==> src/cfpp_pkg.sv <==
// ----------------------------------------------------------------------------
// cfpp_pkg
// Shared types, constants and the byte-wise CRC-16 update of the parser.
// ----------------------------------------------------------------------------
package cfpp_pkg;

  localparam int unsigned MaxPayloadDefault = 64;
  localparam int unsigned FieldDepth        = 9;
  localparam int unsigned FieldIdxW         = $clog2(FieldDepth);

  localparam logic [7:0]  SyncByte     = 8'hAA;
  localparam logic [7:0]  PosByte      = 8'h55;
  localparam logic [7:0]  NoticeByte   = 8'hFF;
  localparam logic [7:0]  MissionFlag  = 8'h01;
  localparam logic [15:0] CrcInit      = 16'hFFFF;
  localparam logic [15:0] CrcTopBit    = 16'h8000;
  localparam logic [15:0] CrcPoly      = 16'h1021;

  typedef enum logic [2:0] {
    PhHead1   = 3'd0,
    PhHead2   = 3'd1,
    PhLength  = 3'd2,
    PhPayload = 3'd3,
    PhCrcLo   = 3'd4,
    PhCrcHi   = 3'd5,
    PhId      = 3'd6,
    PhFlag    = 3'd7
  } phase_e;

  typedef enum logic [1:0] {
    KindPosOk    = 2'd0,
    KindPosBad   = 2'd1,
    KindNotice   = 2'd2
  } frame_kind_e;

  typedef struct packed {
    frame_kind_e        kind;
    logic [7:0]         node_id;
    logic signed [31:0] latitude;
    logic signed [31:0] longitude;
    logic [7:0]         sender_id;
    logic               mission_end;
  } result_t;

  function automatic logic [15:0] crc_update(input logic [15:0] crc, input logic [7:0] b);
    logic [15:0] c;
    c = crc ^ {b, 8'h00};
    for (int k = 0; k < 8; k++) begin
      if ((c & CrcTopBit) != 16'h0000) begin
        c = {c[14:0], 1'b0} ^ CrcPoly;
      end else begin
        c = {c[14:0], 1'b0};
      end
    end
    return c;
  endfunction

endpackage

==> src/cfpp_parser.sv <==
// ----------------------------------------------------------------------------
// cfpp_parser
// Frame state machine, payload field store and running CRC; one byte a step.
// ----------------------------------------------------------------------------
module cfpp_parser #(
  parameter int unsigned MAX_PAYLOAD = cfpp_pkg::MaxPayloadDefault,
  localparam int unsigned LenW = $clog2(MAX_PAYLOAD + 1)
) (
  input  logic              clk_i,
  input  logic              rst_ni,
  input  logic              step_i,
  input  logic [7:0]        byte_i,
  output logic              res_valid_o,
  output cfpp_pkg::result_t res_o
);

  cfpp_pkg::phase_e phase_q, phase_d;
  logic [LenW-1:0]  len_q, len_d;
  logic [LenW-1:0]  idx_q, idx_d;
  logic [15:0]      crc_q, crc_d;
  logic [7:0]       crc_lo_q, crc_lo_d;
  logic [7:0]       sender_q, sender_d;
  logic [7:0]       field_q [cfpp_pkg::FieldDepth];
  logic             field_we;
  logic [LenW-1:0]  idx_inc;
  logic             len_bad;

  assign idx_inc  = idx_q + LenW'(1);
  assign len_bad  = (byte_i == 8'h00) || ({1'b0, byte_i} > 9'(MAX_PAYLOAD));
  assign field_we = step_i && (phase_q == cfpp_pkg::PhPayload) &&
                    (idx_q < LenW'(cfpp_pkg::FieldDepth));

  always_comb begin
    phase_d     = phase_q;
    len_d       = len_q;
    idx_d       = idx_q;
    crc_d       = crc_q;
    crc_lo_d    = crc_lo_q;
    sender_d    = sender_q;
    res_valid_o = 1'b0;
    res_o       = '0;
    case (phase_q)
      cfpp_pkg::PhHead1: begin
        if (byte_i == cfpp_pkg::SyncByte) phase_d = cfpp_pkg::PhHead2;
      end
      cfpp_pkg::PhHead2: begin
        if (byte_i == cfpp_pkg::PosByte) begin
          phase_d = cfpp_pkg::PhLength;
        end else if (byte_i == cfpp_pkg::NoticeByte) begin
          phase_d = cfpp_pkg::PhId;
        end else begin
          phase_d = cfpp_pkg::PhHead1;
        end
      end
      cfpp_pkg::PhLength: begin
        len_d   = byte_i[LenW-1:0];
        idx_d   = '0;
        crc_d   = cfpp_pkg::CrcInit;
        phase_d = len_bad ? cfpp_pkg::PhHead1 : cfpp_pkg::PhPayload;
      end
      cfpp_pkg::PhPayload: begin
        crc_d = cfpp_pkg::crc_update(crc_q, byte_i);
        idx_d = idx_inc;
        if (idx_inc >= len_q) phase_d = cfpp_pkg::PhCrcLo;
      end
      cfpp_pkg::PhCrcLo: begin
        crc_lo_d = byte_i;
        phase_d  = cfpp_pkg::PhCrcHi;
      end
      cfpp_pkg::PhCrcHi: begin
        phase_d     = cfpp_pkg::PhHead1;
        res_valid_o = 1'b1;
        if ({byte_i, crc_lo_q} == crc_q) begin
          res_o.kind      = cfpp_pkg::KindPosOk;
          res_o.node_id   = field_q[0];
          res_o.latitude  = {field_q[4], field_q[3], field_q[2], field_q[1]};
          res_o.longitude = {field_q[8], field_q[7], field_q[6], field_q[5]};
        end else begin
          res_o.kind = cfpp_pkg::KindPosBad;
        end
      end
      cfpp_pkg::PhId: begin
        sender_d = byte_i;
        phase_d  = cfpp_pkg::PhFlag;
      end
      cfpp_pkg::PhFlag: begin
        phase_d           = cfpp_pkg::PhHead1;
        res_valid_o       = 1'b1;
        res_o.kind        = cfpp_pkg::KindNotice;
        res_o.sender_id   = sender_q;
        res_o.mission_end = (byte_i == cfpp_pkg::MissionFlag);
      end
      default: phase_d = cfpp_pkg::PhHead1;
    endcase
    if (!step_i) res_valid_o = 1'b0;
  end

  always_ff @(posedge clk_i or negedge rst_ni) begin
    if (!rst_ni) begin
      phase_q  <= cfpp_pkg::PhHead1;
      len_q    <= '0;
      idx_q    <= '0;
      crc_q    <= cfpp_pkg::CrcInit;
      crc_lo_q <= '0;
      sender_q <= '0;
    end else if (step_i) begin
      phase_q  <= phase_d;
      len_q    <= len_d;
      idx_q    <= idx_d;
      crc_q    <= crc_d;
      crc_lo_q <= crc_lo_d;
      sender_q <= sender_d;
    end
  end

  always_ff @(posedge clk_i or negedge rst_ni) begin
    if (!rst_ni) begin
      for (int i = 0; i < cfpp_pkg::FieldDepth; i++) field_q[i] <= '0;
    end else if (field_we) begin
      field_q[idx_q[cfpp_pkg::FieldIdxW-1:0]] <= byte_i;
    end
  end

endmodule

==> src/cfpp_out_reg.sv <==
// ----------------------------------------------------------------------------
// cfpp_out_reg
// Result register: holds one result item until the receiver takes it.
// ----------------------------------------------------------------------------
module cfpp_out_reg (
  input  logic              clk_i,
  input  logic              rst_ni,
  input  logic              load_i,
  input  cfpp_pkg::result_t res_i,
  output logic              free_o,
  output logic              out_valid_o,
  input  logic              out_stall_i,
  output cfpp_pkg::result_t res_o
);

  logic              valid_q, valid_d;
  cfpp_pkg::result_t res_q;

  assign free_o      = !valid_q || !out_stall_i;
  assign out_valid_o = valid_q;
  assign res_o       = res_q;

  always_comb begin
    valid_d = valid_q;
    if (load_i) begin
      valid_d = 1'b1;
    end else if (!out_stall_i) begin
      valid_d = 1'b0;
    end
  end

  always_ff @(posedge clk_i or negedge rst_ni) begin
    if (!rst_ni) begin
      valid_q <= 1'b0;
    end else begin
      valid_q <= valid_d;
    end
  end

  always_ff @(posedge clk_i) begin
    if (load_i) res_q <= res_i;
  end

endmodule

==> src/crc_framed_position_parser_core.sv <==
// ----------------------------------------------------------------------------
// crc_framed_position_parser_core
// Finds position and notice frames in a received byte stream.
// ----------------------------------------------------------------------------
// Input channel: one rx byte per item on rx_byte_i, taken when in_valid_i is
// high and in_stall_o is low. Output channel: one result item per complete
// frame (position accepted, CRC mismatch, or notice), offered on out_valid_o
// and taken when out_stall_i is low.
// Throughput: one byte per cycle while the result register is free; the
// per-byte CRC update is a single XOR network between the input register
// and the running CRC register. A frame's last byte is held in the input
// register, then its result is loaded into the result register once free.
// When the receiver stalls, the result register holds; one more byte is
// taken into the input register, then in_stall_o rises until the result
// leaves. Bytes that finish no frame also wait for a free result register.
// Reset clears the parser to hunt for the first sync byte, sets the CRC to
// its initial value and clears the stored payload fields; no result is
// pending afterwards.
// ----------------------------------------------------------------------------
module crc_framed_position_parser_core #(
  parameter int unsigned MAX_PAYLOAD = cfpp_pkg::MaxPayloadDefault
) (
  input  logic               clk_i,
  input  logic               rst_ni,
  input  logic               in_valid_i,
  output logic               in_stall_o,
  input  logic [7:0]         rx_byte_i,
  output logic               out_valid_o,
  input  logic               out_stall_i,
  output logic [1:0]         frame_kind_o,
  output logic [7:0]         node_id_o,
  output logic signed [31:0] latitude_o,
  output logic signed [31:0] longitude_o,
  output logic [7:0]         sender_id_o,
  output logic               mission_end_o
);

  logic              in_valid_q, in_valid_d;
  logic [7:0]        byte_q;
  logic              accept;
  logic              step;
  logic              out_free;
  logic              res_valid;
  cfpp_pkg::result_t res;
  cfpp_pkg::result_t out_res;

  assign step       = in_valid_q && out_free;
  assign in_stall_o = in_valid_q && !out_free;
  assign accept     = in_valid_i && !in_stall_o;

  always_comb begin
    in_valid_d = in_valid_q;
    if (accept) begin
      in_valid_d = 1'b1;
    end else if (step) begin
      in_valid_d = 1'b0;
    end
  end

  always_ff @(posedge clk_i or negedge rst_ni) begin
    if (!rst_ni) begin
      in_valid_q <= 1'b0;
    end else begin
      in_valid_q <= in_valid_d;
    end
  end

  always_ff @(posedge clk_i) begin
    if (accept) byte_q <= rx_byte_i;
  end

  cfpp_parser #(
    .MAX_PAYLOAD(MAX_PAYLOAD)
  ) u_parser (
    .clk_i      (clk_i),
    .rst_ni     (rst_ni),
    .step_i     (step),
    .byte_i     (byte_q),
    .res_valid_o(res_valid),
    .res_o      (res)
  );

  cfpp_out_reg u_out_reg (
    .clk_i      (clk_i),
    .rst_ni     (rst_ni),
    .load_i     (res_valid),
    .res_i      (res),
    .free_o     (out_free),
    .out_valid_o(out_valid_o),
    .out_stall_i(out_stall_i),
    .res_o      (out_res)
  );

  assign frame_kind_o  = out_res.kind;
  assign node_id_o     = out_res.node_id;
  assign latitude_o    = out_res.latitude;
  assign longitude_o   = out_res.longitude;
  assign sender_id_o   = out_res.sender_id;
  assign mission_end_o = out_res.mission_end;

  a_pos_fields_zero: assert property (@(posedge clk_i) disable iff (!rst_ni)
    out_valid_o && (frame_kind_o != cfpp_pkg::KindPosOk) |->
      (node_id_o == 8'h00) && (latitude_o == 32'sd0) && (longitude_o == 32'sd0))
    else $error("position fields set on a non-accepted result");

  a_notice_fields_zero: assert property (@(posedge clk_i) disable iff (!rst_ni)
    out_valid_o && (frame_kind_o != cfpp_pkg::KindNotice) |->
      (sender_id_o == 8'h00) && !mission_end_o)
    else $error("notice fields set on a position result");

  a_held_byte_stable: assert property (@(posedge clk_i) disable iff (!rst_ni)
    in_valid_q && !step |=> in_valid_q && $stable(byte_q))
    else $error("held input byte lost before it was parsed");

  a_no_result_overwrite: assert property (@(posedge clk_i) disable iff (!rst_ni)
    res_valid |-> !out_valid_o || !out_stall_i)
    else $error("result written over a stalled result");

endmodule
==> config.mk <==
export PLATFORM = sky130hd
export DESIGN_NAME = crc_framed_position_parser_core
export DESIGN_NICKNAME = d
export VERILOG_FILES = /design/src/cfpp_pkg.sv /design/src/cfpp_parser.sv /design/src/cfpp_out_reg.sv /design/src/crc_framed_position_parser_core.sv
export SDC_FILE = /design/constraint.sdc
export NUM_CORES = 1
export LEC_CHECK = 0
export ABC_AREA = 1
export BUFFER_PORTS_ARGS = -buffer_cell sky130_fd_sc_hd__buf_2
export CAP_MARGIN = 20
export CORE_MARGIN = 10
export CORE_UTILIZATION = 59
export DETAILED_ROUTE_END_ITERATION = 8
export GPL_TIMING_DRIVEN = 0
export PLACE_DENSITY_LB_ADDON = 0.15
export SLEW_MARGIN = 20
export SYNTH_ARGS = -nofsm -noshare
export SYNTH_HDL_FRONTEND = slang
export SYNTH_SLANG_ARGS = --single-unit
==> constraint.sdc <==
create_clock -name clk_i -period 5.5 [get_ports clk_i]
set_input_delay 0.275 -clock clk_i [delete_from_list [all_inputs] [get_ports clk_i]]
set_output_delay 0.275 -clock clk_i [all_outputs]
set_load 0.03 [all_outputs]
==> results by group <==
Setup path
  • Most repeated library cell on the critical path: sky130_fd_sc_hd__nand2_1
  • Critical Path Max Stage Delay: ~0.46 ns
  • Data required time of the worst path: 5.89 ns
  • Timing startpoint of the critical path: u_parser.idx_q[0]
  • Critical path startpoint category: flip-flop
  • Data arrival time of the critical path: 2.65 ns
  • Standard cell with the maximum stage delay on the critical path: sky130_fd_sc_hd__dfrtp_1
  • WP depth: 13
  • Cell-by-cell listing of the critical path: ha_1 > nand3_1 > nor3_1 > xor2_1 > ha_1 > a21oi_1 > nand2_1 > nor2_1 > nand2_1 > inv_1 > nor2_1 > nand2_1 > nand2_1
  • CP delay by family, top: simple AND/OR/NAND/NOR gates
  • CP Capture Type: flip-flop
  • Category of the most critical setup path: flip-flop to flip-flop
  • Worst path bufs/invs: 1
  • Logic depth of the worst register-to-register path: 13
  • Critical Path Fanout Max: 7
  • RR Startpoint: u_parser.idx_q[0]

Layout
  • Ratio of cells with drive above 1 in the final layout: 17.4%
  • Synth-to-Final Area Change: 17.2%
  • Fill cells: around 1,200
  • Post-layout instance area: ~11,000 µm²
  • Count of nets after finishing: approximately 1,100
  • N_diodes: 0

Route
  • Final routed wire length divided by cell count: approximately 15 µm
  • First-pass DRT Iterations: 5
  • Initial drt markers: between 500 and 600
  • Remaining number of nets flagged by the antenna check after routing: 0
  • Post-DR vias/cell: 4.93
  • Total via count after detailed routing: 6,528
  • Total routed wirelength: 19,400 µm
  • Post-detailed-route DRC marker count: 0

Yosys
  • Number of warning messages in the yosys log: 0
  • Library cell with the largest summed area after synthesis: sky130_fd_sc_hd__edfxtp_1
  • Net count after synthesis: 986
  • Async set or reset register ratio after synthesis: around 57%
  • Cell count after synthesis: just under 1,000
  • Fraction of the yosys area taken by sequential cells: a little over three fifths
  • Post-synth EDFFs: 91
  • Distinct cell type count after synthesis: 33
  • Syn Area/Cell: 9.67 µm²
  • Post-synthesis instance area: 9310 µm²
  • Flip-flop and latch count after synthesis: between 200 and 250
  • Top post-synthesis cells by count: sky130_fd_sc_hd__nand2_1 (242), sky130_fd_sc_hd__inv_1 (157), sky130_fd_sc_hd__nor2_1 (125), sky130_fd_sc_hd__dfrtp_1 (107), sky130_fd_sc_hd__edfxtp_1 (91)
  • Dominant register cell in the synthesized netlist: sky130_fd_sc_hd__dfrtp_1
  • Count leader, synth: sky130_fd_sc_hd__nand2_1
  • Share of the synthesized area in the top cell type: between 20% and 30%
  • Biggest area contributors in the synthesized netlist: sky130_fd_sc_hd__edfxtp_1 (29%), sky130_fd_sc_hd__dfrtp_1 (29%), sky130_fd_sc_hd__nand2_1 (9.8%), sky130_fd_sc_hd__inv_1 (6.3%), sky130_fd_sc_hd__nor2_1 (5.0%)

STA
  • Peak Freq: 442 MHz
  • Count of endpoints failing hold in the final timing report: 0
  • Setup TNS: 0 ns
  • Slew HR: between 30 and 40%
  • Setup repair after global routing missed its margin: false
  • Fin crit period: 2.26 ns
  • Post-route fraction of the period consumed by the critical path: 41.2%
  • Setup violation total in the final timing report: 0
  • Count of pins over their slew limit: 0
  • Worst Skew: 0.0108 ns
  • Transition time at the pin with the least slew margin: 0.944 ns

Outcome
  • Run status: completed

GRT
  • Combined global-route utilization of all metal layers: 18.3%
  • Via count of the first global-routing pass: 6,497
  • Largest net degree at the start of global routing: 74
  • Initial antenna violation count: 0
  • GRT overflow: 0
  • First-pass GRT wire length: 32,200 µm

Clocking
  • Setup Fix Bufs, Post-CTS: 0
  • Clock net sink count: about 210
  • Clock root cell: sky130_fd_sc_hd__clkbuf_16
  • TritonCTS buffer count: 22
  • Clock transition at the registers of the reported paths: 0.06 ns
  • Clock tree from TritonCTS: built
  • Number of H-tree branching levels: 1
  • Post-cts sizing count: 0
  • Clk_lat worst skew: 0.50 ns
  • Buffers from clock root to sink, at most: 3

Power and ir drop
  • Leakage power summed over all cells: 4.43 nW
  • Worst IR drop on VDD: 0.000249 V
  • Power per unit of standard cell area: 331 nW/µm²
  • Post-layout total power: 0.00360 W

Place
  • Estimated wirelength of the detail-placed design: 13,000 µm
  • Final weighted congestion of routability-driven global placement: 0.905
  • Placement-stage cell area: 10,100 µm²
  • Buffers added on ports: 96

Floorplanning
  • Die extent in y: 146 µm
  • Floorplan core area: 15,300 µm²
  • Die Footprint: between 20,000 and 25,000 µm²
  • IO Pins: 97
  • Initial cell density of the core: 60.8%
  • Die span in x: 146 µm
  • Total number of placement rows: 45

Hold path
  • Min-Delay Path Class: input pin to flip-flop
  • Number of cells on the worst hold path: 3
  • Worst hold path startpoint: out_stall_i

Flow run
  • Max cap viols: 0
-- registers in the layout (all words and copies together), names as in the netlist, 3 cells and up --
signal	flops
u_parser.field_q	72
u_out_reg.res_o	83
byte_q	8
u_parser.idx_q	7
u_parser.phase_q	3
u_parser.sender_q	8
u_parser.crc_q	16
u_parser.crc_lo_q	8
u_parser.len_q	7
-- metal layers --
metal / global-route usage, % / share of wire, % / vias up
met5: 0 / 0 / -
met4: 5.97 / 2.9 / 0
met3: 4.04 / 5.8 / 42
met2: 32.3 / 49 / 165
met1: 21.7 / 42 / 3041
li1: - / - / 3280
-- per-stage QoR --
step	worst slack (ns)	hold slack [ns]	std cells	util [%]
6_report	3.24	0.0350	1323	71.2
4_1_cts	3.25	0.0333	1323	71.2
3_3_place_gp	-0.405	0.451	1270	65.6
5_1_grt	3.01	0.0634	1323	71.2
2_1_floorplan	0.771	-0.0206	963	-
3_5_place_dp	3.26	0.257	1273	66.2
-- path summary, 6_finish.rpt --
kind	endpoint	slack, ns
max	u_parser.phase_q[1]	3.24
min in group asynchronous	u_parser.field_q[6]	0.30
max reg2reg	u_parser.phase_q[1]	3.24
min reg2reg	u_parser.field_q[59]	0.48
max in group asynchronous	u_parser.crc_q[9]	4.46
min	u_out_reg.out_valid_o	0.03
-- layout by cell type (no fill, tap or decap) --
cell,netlist,layout
sky130_fd_sc_hd__a21oi_4,1,1
sky130_fd_sc_hd__nor3_1,4,4
sky130_fd_sc_hd__nand4_1,2,2
sky130_fd_sc_hd__nand3_1,28,28
sky130_fd_sc_hd__nand2_1,242,242
sky130_fd_sc_hd__clkbuf_1,12,19
sky130_fd_sc_hd__xnor2_1,1,1
sky130_fd_sc_hd__nor2_1,125,124
sky130_fd_sc_hd__o21ai_2,8,8
sky130_fd_sc_hd__clkbuf_16,0,23
sky130_fd_sc_hd__xor2_1,6,6
sky130_fd_sc_hd__nor4b_1,1,1
sky130_fd_sc_hd__ha_1,11,11
sky130_fd_sc_hd__clkinv_2,1,5
sky130_fd_sc_hd__o21ai_0,33,33
sky130_fd_sc_hd__buf_6,15,16
sky130_fd_sc_hd__nand3_4,9,9
sky130_fd_sc_hd__or2_2,1,1
sky130_fd_sc_hd__buf_16,0,1
sky130_fd_sc_hd__o21bai_1,1,1
sky130_fd_sc_hd__nand3_2,2,2
sky130_fd_sc_hd__buf_4,2,2
sky130_fd_sc_hd__buf_12,0,2
sky130_fd_sc_hd__dfstp_2,16,16
sky130_fd_sc_hd__clkinv_1,1,6
sky130_fd_sc_hd__buf_2,7,102
sky130_fd_sc_hd__dlygate4sd3_1,0,10
sky130_fd_sc_hd__edfxtp_1,91,91
sky130_fd_sc_hd__nor2_4,0,1
sky130_fd_sc_hd__a21oi_1,3,3
sky130_fd_sc_hd__inv_2,2,2
sky130_fd_sc_hd__inv_1,157,157
sky130_fd_sc_hd__nor3_2,1,1
sky130_fd_sc_hd__o22ai_1,2,2
sky130_fd_sc_hd__dfrtp_1,107,107
sky130_fd_sc_hd__bufinv_16,0,1
sky130_fd_sc_hd__a22oi_1,5,5
sky130_fd_sc_hd__a21boi_0,1,1
sky130_fd_sc_hd__o21ai_1,65,65
-- cells by family (layout without fill, tap and decap cells) --
group,count (synthesis),count (layout),share of synthesized area [%]
buffers and inverters,197,346,9.34
XOR/XNOR,7,7,0.659
flip-flops,214,214,62.6
AND/OR/NAND/NOR,415,415,18.8
adder cells (fa/ha/maj),11,11,1.48
AO/OA/AOI/OAI,119,119,7.06
-- layout make-up --
| cell class | count | area [µm²] | area share [%] |
|---|---|---|---|
| sequential | 214 | 5830 | 53.5 |
| multi-input combinational | 552 | 2620 | 24.0 |
| timing repair buffer | 109 | 654 | 6.00 |
| inverter | 161 | 606 | 5.55 |
| clock buffer | 30 | 602 | 5.52 |
| buffer | 36 | 264 | 2.42 |
| tap | 211 | 264 | 2.42 |
| clock inverter | 10 | 68.8 | 0.631 |
-- worst register-to-register path, cell delays in order, from the launching register on --
cell,delay (ns)
sky130_fd_sc_hd__dfrtp_1,0.46
sky130_fd_sc_hd__ha_1,0.25
sky130_fd_sc_hd__nand3_1,0.14
sky130_fd_sc_hd__nor3_1,0.22
sky130_fd_sc_hd__xor2_1,0.22
sky130_fd_sc_hd__ha_1,0.27
sky130_fd_sc_hd__a21oi_1,0.16
sky130_fd_sc_hd__nand2_1,0.06
sky130_fd_sc_hd__nor2_1,0.09
sky130_fd_sc_hd__nand2_1,0.07
sky130_fd_sc_hd__inv_1,0.06
sky130_fd_sc_hd__nor2_1,0.05
sky130_fd_sc_hd__nand2_1,0.06
sky130_fd_sc_hd__nand2_1,0.05
-- power breakdown --
group	internal (W)	switching (W)
clock network	0.000811	0.000580
logic	0.000132	0.000288
registers	0.00174	0.0000520
total	0.00269	0.000919
-- what timing repair did --
item | CTS | global route
hold endpoints to repair | 50 | 0
hold buffers | 10 | 0
setup endpoints to repair | 0 | 0
No activity file was read; power rests on OpenSTA's default activity.
